**config.mk**
```make
export PLATFORM = sky130hd
export DESIGN_NAME = stx_etx_frame_receiver
export DESIGN_NICKNAME = d
export VERILOG_FILES = /design/src/rtl/stx_pkg.sv /design/src/rtl/stx_parser.sv /design/src/rtl/stx_out_buf.sv /design/src/rtl/stx_etx_frame_receiver.sv
export SDC_FILE = /design/constraint.sdc
export NUM_CORES = 1
export LEC_CHECK = 0
export BUFFER_PORTS_ARGS = -buffer_cell sky130_fd_sc_hd__buf_2
export CAP_MARGIN = 10
export CELL_PAD_IN_SITES_DETAIL_PLACEMENT = 0
export CELL_PAD_IN_SITES_GLOBAL_PLACEMENT = 1
export CORE_ASPECT_RATIO = 1.75
export CORE_MARGIN = 3
export CORE_UTILIZATION = 38
export CTS_CLUSTER_SIZE = 24
export DETAILED_ROUTE_END_ITERATION = 8
export MAX_ROUTING_LAYER = met4
export PLACE_DENSITY = 0.74
export SETUP_SLACK_MARGIN = 0.4
export SLEW_MARGIN = 20
export SYNTH_ARGS = -nofsm -noshare
export SYNTH_HDL_FRONTEND = slang
export SYNTH_SLANG_ARGS = --single-unit
export TNS_END_PERCENT = 30
```
**constraint.sdc**
```tcl
create_clock -name clk_i -period 6.4 [get_ports clk_i]
set_input_delay 1.28 -clock clk_i [delete_from_list [all_inputs] [get_ports clk_i]]
set_output_delay 1.28 -clock clk_i [all_outputs]
set_load 0.01 [all_outputs]
```
**src/rtl/stx_pkg.sv**
```systemverilog
// Shared types and constants for the STX/ETX frame receiver.
`timescale 1ns / 1ps

package stx_pkg;

  localparam int unsigned ByteW   = 8;
  localparam int unsigned LenW    = 16;
  localparam int unsigned CfgIdxW = 8;

  // Configuration register indexes
  localparam logic [CfgIdxW-1:0] REG_START_BYTE = 8'd0;
  localparam logic [CfgIdxW-1:0] REG_END_BYTE   = 8'd1;

  localparam logic [ByteW-1:0] START_BYTE_RST = 8'h02;
  localparam logic [ByteW-1:0] END_BYTE_RST   = 8'h03;

  typedef enum logic [1:0] {
    KIND_PAYLOAD = 2'd0,
    KIND_GOOD    = 2'd1,
    KIND_ERROR   = 2'd2
  } kind_e;

  typedef struct packed {
    kind_e            kind;
    logic [ByteW-1:0] payload_byte;
    logic [LenW-1:0]  frame_length;
  } result_t;

endpackage

```
**src/rtl/stx_parser.sv**
```systemverilog
// Frame parser: header decode, payload count, running checksum and frame verdict.
`timescale 1ns / 1ps

module stx_parser (
  input  logic                    clk_i,
  input  logic                    rst_ni,
  input  logic                    accept_i,
  input  logic [stx_pkg::ByteW-1:0] rx_byte_i,
  input  logic [stx_pkg::ByteW-1:0] start_byte_i,
  input  logic [stx_pkg::ByteW-1:0] end_byte_i,
  output logic                    res_valid_o,
  output stx_pkg::result_t        res_o
);
  import stx_pkg::*;

  localparam logic [2:0] ST_IDLE    = 3'd0;
  localparam logic [2:0] ST_LEN_LO  = 3'd1;
  localparam logic [2:0] ST_LEN_HI  = 3'd2;
  localparam logic [2:0] ST_CSUM    = 3'd3;
  localparam logic [2:0] ST_PAYLOAD = 3'd4;

  logic [2:0]       state_q, state_d;
  logic [LenW-1:0]  len_q, len_d;
  logic [LenW-1:0]  remain_q, remain_d;   // payload bytes still to come
  logic [ByteW-1:0] exp_sum_q, exp_sum_d;
  logic [ByteW-1:0] sum_q, sum_d;

  always_comb begin
    state_d     = state_q;
    len_d       = len_q;
    remain_d    = remain_q;
    exp_sum_d   = exp_sum_q;
    sum_d       = sum_q;
    res_valid_o = 1'b0;
    res_o       = '{kind: KIND_PAYLOAD, payload_byte: '0, frame_length: '0};
    if (accept_i) begin
      case (state_q)
        ST_IDLE: begin
          if (rx_byte_i == start_byte_i) state_d = ST_LEN_LO;
        end
        ST_LEN_LO: begin
          len_d   = {{(LenW-ByteW){1'b0}}, rx_byte_i};
          state_d = ST_LEN_HI;
        end
        ST_LEN_HI: begin
          len_d    = {rx_byte_i, len_q[ByteW-1:0]};
          remain_d = {rx_byte_i, len_q[ByteW-1:0]};
          state_d  = ST_CSUM;
        end
        ST_CSUM: begin
          exp_sum_d = rx_byte_i;
          sum_d     = '0;
          state_d   = ST_PAYLOAD;
        end
        ST_PAYLOAD: begin
          res_valid_o = 1'b1;
          if (remain_q == '0) begin
            // closing byte
            res_o.kind = ((rx_byte_i == end_byte_i) && (sum_q == exp_sum_q)) ?
                         KIND_GOOD : KIND_ERROR;
            res_o.frame_length = len_q;
            state_d = ST_IDLE;
          end else begin
            res_o.payload_byte = rx_byte_i;
            sum_d    = sum_q + rx_byte_i;
            remain_d = remain_q - 1'b1;
          end
        end
        default: state_d = ST_IDLE;
      endcase
    end
  end

  always_ff @(posedge clk_i or negedge rst_ni) begin
    if (!rst_ni) begin
      state_q   <= ST_IDLE;
      len_q     <= '0;
      remain_q  <= '0;
      exp_sum_q <= '0;
      sum_q     <= '0;
    end else begin
      state_q   <= state_d;
      len_q     <= len_d;
      remain_q  <= remain_d;
      exp_sum_q <= exp_sum_d;
      sum_q     <= sum_d;
    end
  end

endmodule

```
**src/rtl/stx_out_buf.sv**
```systemverilog
// Output register with skid stage for result transfers.
`timescale 1ns / 1ps

module stx_out_buf (
  input  logic             clk_i,
  input  logic             rst_ni,
  input  logic             push_i,
  input  stx_pkg::result_t push_data_i,
  output logic             full_o,
  output logic             out_valid_o,
  input  logic             out_stall_i,
  output stx_pkg::result_t out_data_o
);
  import stx_pkg::*;

  logic    out_valid_q, skid_valid_q;
  result_t out_q, skid_q;
  logic    out_free;

  assign out_free = !out_valid_q || !out_stall_i;

  always_ff @(posedge clk_i or negedge rst_ni) begin
    if (!rst_ni) begin
      out_valid_q  <= 1'b0;
      skid_valid_q <= 1'b0;
    end else if (out_free) begin
      if (skid_valid_q) begin
        out_valid_q  <= 1'b1;
        skid_valid_q <= 1'b0;
      end else begin
        out_valid_q <= push_i;
      end
    end else if (push_i) begin
      skid_valid_q <= 1'b1;
    end
  end

  // payload registers, no reset
  always_ff @(posedge clk_i) begin
    if (out_free) begin
      out_q <= skid_valid_q ? skid_q : push_data_i;
    end else if (push_i) begin
      skid_q <= push_data_i;
    end
  end

  assign full_o      = skid_valid_q;
  assign out_valid_o = out_valid_q;
  assign out_data_o  = out_q;

endmodule

```
**src/rtl/stx_etx_frame_receiver.sv**
```systemverilog
// Top level of the STX/ETX length and checksum frame receiver.
//
//  Channel  Direction  Handshake                 Payload
//  in       input      in_valid_i / in_stall_o   rx_byte_i
//  out      output     out_valid_o / out_stall_i result_kind_o, payload_byte_o, frame_length_o
//  cfg      input      cfg_valid_i / cfg_ready_o cfg_index_i, cfg_data_i
//
// One byte per cycle while in_stall_o is low; each result is registered in stx_out_buf.
// The parser state advances once per accepted byte.
// in_stall_o rises only once the output register and the skid stage both hold results.
// Reset clears the parser to idle and the registers to start 0x02, end 0x03.
`timescale 1ns / 1ps

module stx_etx_frame_receiver (
  input  logic                        clk_i,
  input  logic                        rst_ni,
  input  logic                        in_valid_i,
  output logic                        in_stall_o,
  input  logic [stx_pkg::ByteW-1:0]   rx_byte_i,
  output logic                        out_valid_o,
  input  logic                        out_stall_i,
  output logic [1:0]                  result_kind_o,
  output logic [stx_pkg::ByteW-1:0]   payload_byte_o,
  output logic [stx_pkg::LenW-1:0]    frame_length_o,
  input  logic                        cfg_valid_i,
  output logic                        cfg_ready_o,
  input  logic [stx_pkg::CfgIdxW-1:0] cfg_index_i,
  input  logic [stx_pkg::ByteW-1:0]   cfg_data_i
);
  import stx_pkg::*;

  logic [ByteW-1:0] start_byte_q, end_byte_q;
  logic             accept;
  logic             res_valid;
  result_t          res, out_data;
  logic             buf_full;

  assign cfg_ready_o = 1'b1;

  always_ff @(posedge clk_i or negedge rst_ni) begin
    if (!rst_ni) begin
      start_byte_q <= START_BYTE_RST;
      end_byte_q   <= END_BYTE_RST;
    end else if (cfg_valid_i) begin
      if (cfg_index_i == REG_START_BYTE) start_byte_q <= cfg_data_i;
      if (cfg_index_i == REG_END_BYTE)   end_byte_q   <= cfg_data_i;
    end
  end

  assign in_stall_o = buf_full;
  assign accept     = in_valid_i && !buf_full;

  stx_parser u_parser (
    .clk_i       (clk_i),
    .rst_ni      (rst_ni),
    .accept_i    (accept),
    .rx_byte_i   (rx_byte_i),
    .start_byte_i(start_byte_q),
    .end_byte_i  (end_byte_q),
    .res_valid_o (res_valid),
    .res_o       (res)
  );

  stx_out_buf u_out_buf (
    .clk_i      (clk_i),
    .rst_ni     (rst_ni),
    .push_i     (res_valid),
    .push_data_i(res),
    .full_o     (buf_full),
    .out_valid_o(out_valid_o),
    .out_stall_i(out_stall_i),
    .out_data_o (out_data)
  );

  assign result_kind_o  = out_data.kind;
  assign payload_byte_o = out_data.payload_byte;
  assign frame_length_o = out_data.frame_length;

  // skid stage only fills behind a held output
  a_stall_needs_out: assert property (@(posedge clk_i) disable iff (!rst_ni)
    in_stall_o |-> out_valid_o)
    else $error("input stalled with no result on the output");

  a_payload_no_len: assert property (@(posedge clk_i) disable iff (!rst_ni)
    (out_valid_o && result_kind_o == KIND_PAYLOAD) |-> frame_length_o == '0)
    else $error("payload transfer carries a frame length");

  a_verdict_no_byte: assert property (@(posedge clk_i) disable iff (!rst_ni)
    (out_valid_o && result_kind_o != KIND_PAYLOAD) |-> payload_byte_o == '0)
    else $error("frame verdict carries a payload byte");

  a_kind_legal: assert property (@(posedge clk_i) disable iff (!rst_ni)
    out_valid_o |-> (result_kind_o == KIND_PAYLOAD || result_kind_o == KIND_GOOD ||
                     result_kind_o == KIND_ERROR))
    else $error("unknown result kind");

endmodule
```
==> flow_summary.toml <==
[route]
drt-pass1-iter-count = 4
antenna_left = 0
top_layer_used = "met4"
viasPerCell = 5.375
vias = 3929
drtIter0Drc = 297
post_drt_wl_per_cell_um = 18.03
drt_wl_total_um = 13180
wl_met1_um = 4988
met3_length_um = 412
dr_wl_met2_um = 7406
drc = 0

[hold_path]
hold_path_class = "flop to flop"

[sta]
max-slew-margin-rel = 0.3735
setup_tns_ns = 0
fin_crit_sh = 0.4663
clock_skew_ns = 0.005595
fmax_mhz = 335.1
finalSetupViolations = 0
report.final.hold_viol_count = 0
tightest_slew_ns = 0.9398
min_period_ns = 2.984
rsz0062_at_grt = "no"
maxSlewViolCount = 0

[global_routing]
grt_util_all_layers = 0.1748
overflow = 0
grt_pass1_vias = 4142
antenna_found_initial = 0
grt_pass1_wl_um = 21780
grt_max_degree = 70

[worst_setup_path]
cp_max_fo = 29
startpoint_type = "flop"
required_ns = 6.66
critical_path_arrival_ns = 3.24
crit_type = "flop to flop"
endpoint_kind = "flop"

[floorplan]
initial_utilization = 0.3923
pin_count = 58
die-area_mm2 = 0.01662
die_h_um = 168.3
core_area_mm2 = 0.01459
placement_rows = 58
die_w_um = 98.76

[power]
p_seq_frac = 0.399
swShare = 0.3290
p_leak_nw = 3.107
clock_power_share = 0.344
p_int_mw = 1.918
comb_power_share = 0.257
peakVddDrop_mv = 0.2081
netSwitchingPower_mw = 0.9400
power_density_mw_per_mm2 = 423.3

[layout]
layout-drive-gt1-share = 0.2450
diodes = 0
final_core_util = 0.4629
fin_cells = 731
syn_to_final_growth_pct = 18.00
fin_nets = 577
post-route-cell-area_mm2 = 0.006751

[yosys]
synth.net_count = 526
synthFlopType = "dfrtp_1"
seq_area_frac_synth = 0.5753
synth_top_cell_by_area = "dfrtp_1"
synth_seq_cells = 121
synth_top_area_frac = 0.2887
netlist_instances = 487
synth_most_common_cell = "dfrtp_1"
synth_area_mm2 = 0.005722
synthArstFlopShare = 0.5702
synth_area_leaders = "dfrtp_1, edfxtp_1, mux2_2, a21o_1, o21ai_0"
syn_avg_cell_area_um2 = 11.75
synth_cell_type_count = 49
ys_top_cells_by_count = "dfrtp_1, edfxtp_1, nand2_1"
yosysWarningCount = 0
synth-edff-count = 52

[clock_tree]
ctsHtreeMaxLevel = 4
cts_buffers = 17
cts_root_buffer = "clkbuf_16"
clock_sinks = 121
cts_tree = "built"
cts_buffer_depth = 2
cts-resized-gates = 0
cts_hold_buf = 0
path_clk_slew_ns = 0.06
post-cts-setup-buffers = 0
worstSkewPairLatency_ns = 0.41

[placed_design]
place.detailed.hpwl_um = 9330
port_buffers = 56
place_area_mm2 = 0.006136
gp_congestion = 0.8519
place_inst = 699

[outcome]
status = "finished clean"

[run]
maxCapViolCount = 0
## worst max-delay path, stage by stage (launching register included)
cell       delay [ns]
dfrtp_1          0.95
nand2b_1         0.41
nor2_1           0.12
o21a_1           0.43
nor2_1           0.75
o2bb2ai_1        0.15
## worst paths after layout
kind	start	endpoint	slack, ns	cells past startpoint
min in group asynchronous	rst_ni	u_parser.remain_q[13]	1.06	2
worst min register to register	u_parser.len_q[14]	u_parser.len_q[14]	0.50	1
worst max-delay path	u_out_buf.full_o	u_parser.remain_q[13]	3.42	5
worst max register to register	u_out_buf.full_o	u_parser.remain_q[13]	3.42	5
worst min-delay path	u_parser.len_q[14]	u_parser.len_q[14]	0.50	1
max in group asynchronous	rst_ni	u_parser.len_q[10]	4.73	2
## layer usage
layer  GRT usage  vias to the layer above
li1            -                     1906
met1      0.1874                     1923
met2      0.3039                       81
met3     0.04063                       19
met4     0.07729                        0
met5           -                        -
## area by class of cell
class	instances	area [um^2]
clock inverter	15	190.2
sequential	121	3292
inverter	8	30.03
fill	1337	7835
tap	180	225.2
timing repair buffer	62	325.3
multi-input combinational	328	2263
clock buffer	17	425.4
## cell usage in the layout (no fill, tap or decap), types with 12 or more instances in the layout
master and count:
dfrtp_1 66, buf_2 56, edfxtp_1 52, nand2_1 34, o21ai_0 32, a21o_1 29
mux2_2 23, nor2_1 18, xnor2_1 17, clkbuf_16 17, nor3_1 16, and2_1 15
nand3_1 14, nor4_1 12, a21oi_1 12
## through the flow
| step | power (mW) | worst slack (ns) | hold slack (ns) |
|---|---|---|---|
| final | 2.858 | 3.416 | 0.4982 |
| after global placement | 1.863 | 3.162 | 0.4826 |
| after floorplan | 1.649 | 2.895 | 0.4581 |
| after detailed placement | 1.890 | 3.059 | 0.4875 |
| after global routing | 3.028 | 3.102 | 0.5202 |
| after CTS | 2.886 | 3.389 | 0.5025 |
## cells by family (layout without fill, tap and decap cells)
family | count (synthesis) | in the layout | share of synthesized area
simple gates | 143 | 143 | 0.1367
compound gates | 124 | 124 | 0.1472
flops | 121 | 121 | 0.5753
buf+inv | 38 | 102 | 0.03040
xor+xnor | 27 | 27 | 0.04133
mux | 23 | 23 | 0.04527
fa+ha+maj | 10 | 10 | 0.02318
other cells | 1 | 1 | 0.0006554
## flip-flops by register name, indices dropped and copies added, names as in the netlist
| signal | flops |
|---|---|
| u_parser.remain_q | 16 |
| u_parser.sum_q | 8 |
| u_out_buf.out_valid_o | 1 |
| u_out_buf.out_data_o | 26 |
| u_out_buf.skid_q | 26 |
| u_parser.len_q | 16 |
| u_out_buf.full_o | 1 |
| end_byte_q | 8 |
| u_parser.exp_sum_q | 8 |
| u_parser.state_q | 3 |
| start_byte_q | 8 |
## power by group through the flow
| stage | Combinational (mW) | Sequential [mW] | Clock (mW) |
|---|---|---|---|
| after floorplan | 0.517 | 1.13 | 0 |
| after global placement | 0.715 | 1.15 | 0 |
| after detailed placement | 0.737 | 1.15 | 0 |
| after CTS | 0.739 | 1.14 | 1.01 |
| after global routing | 0.823 | 1.16 | 1.04 |
| final | 0.734 | 1.14 | 0.983 |
(Power assumes the default switching activity.)
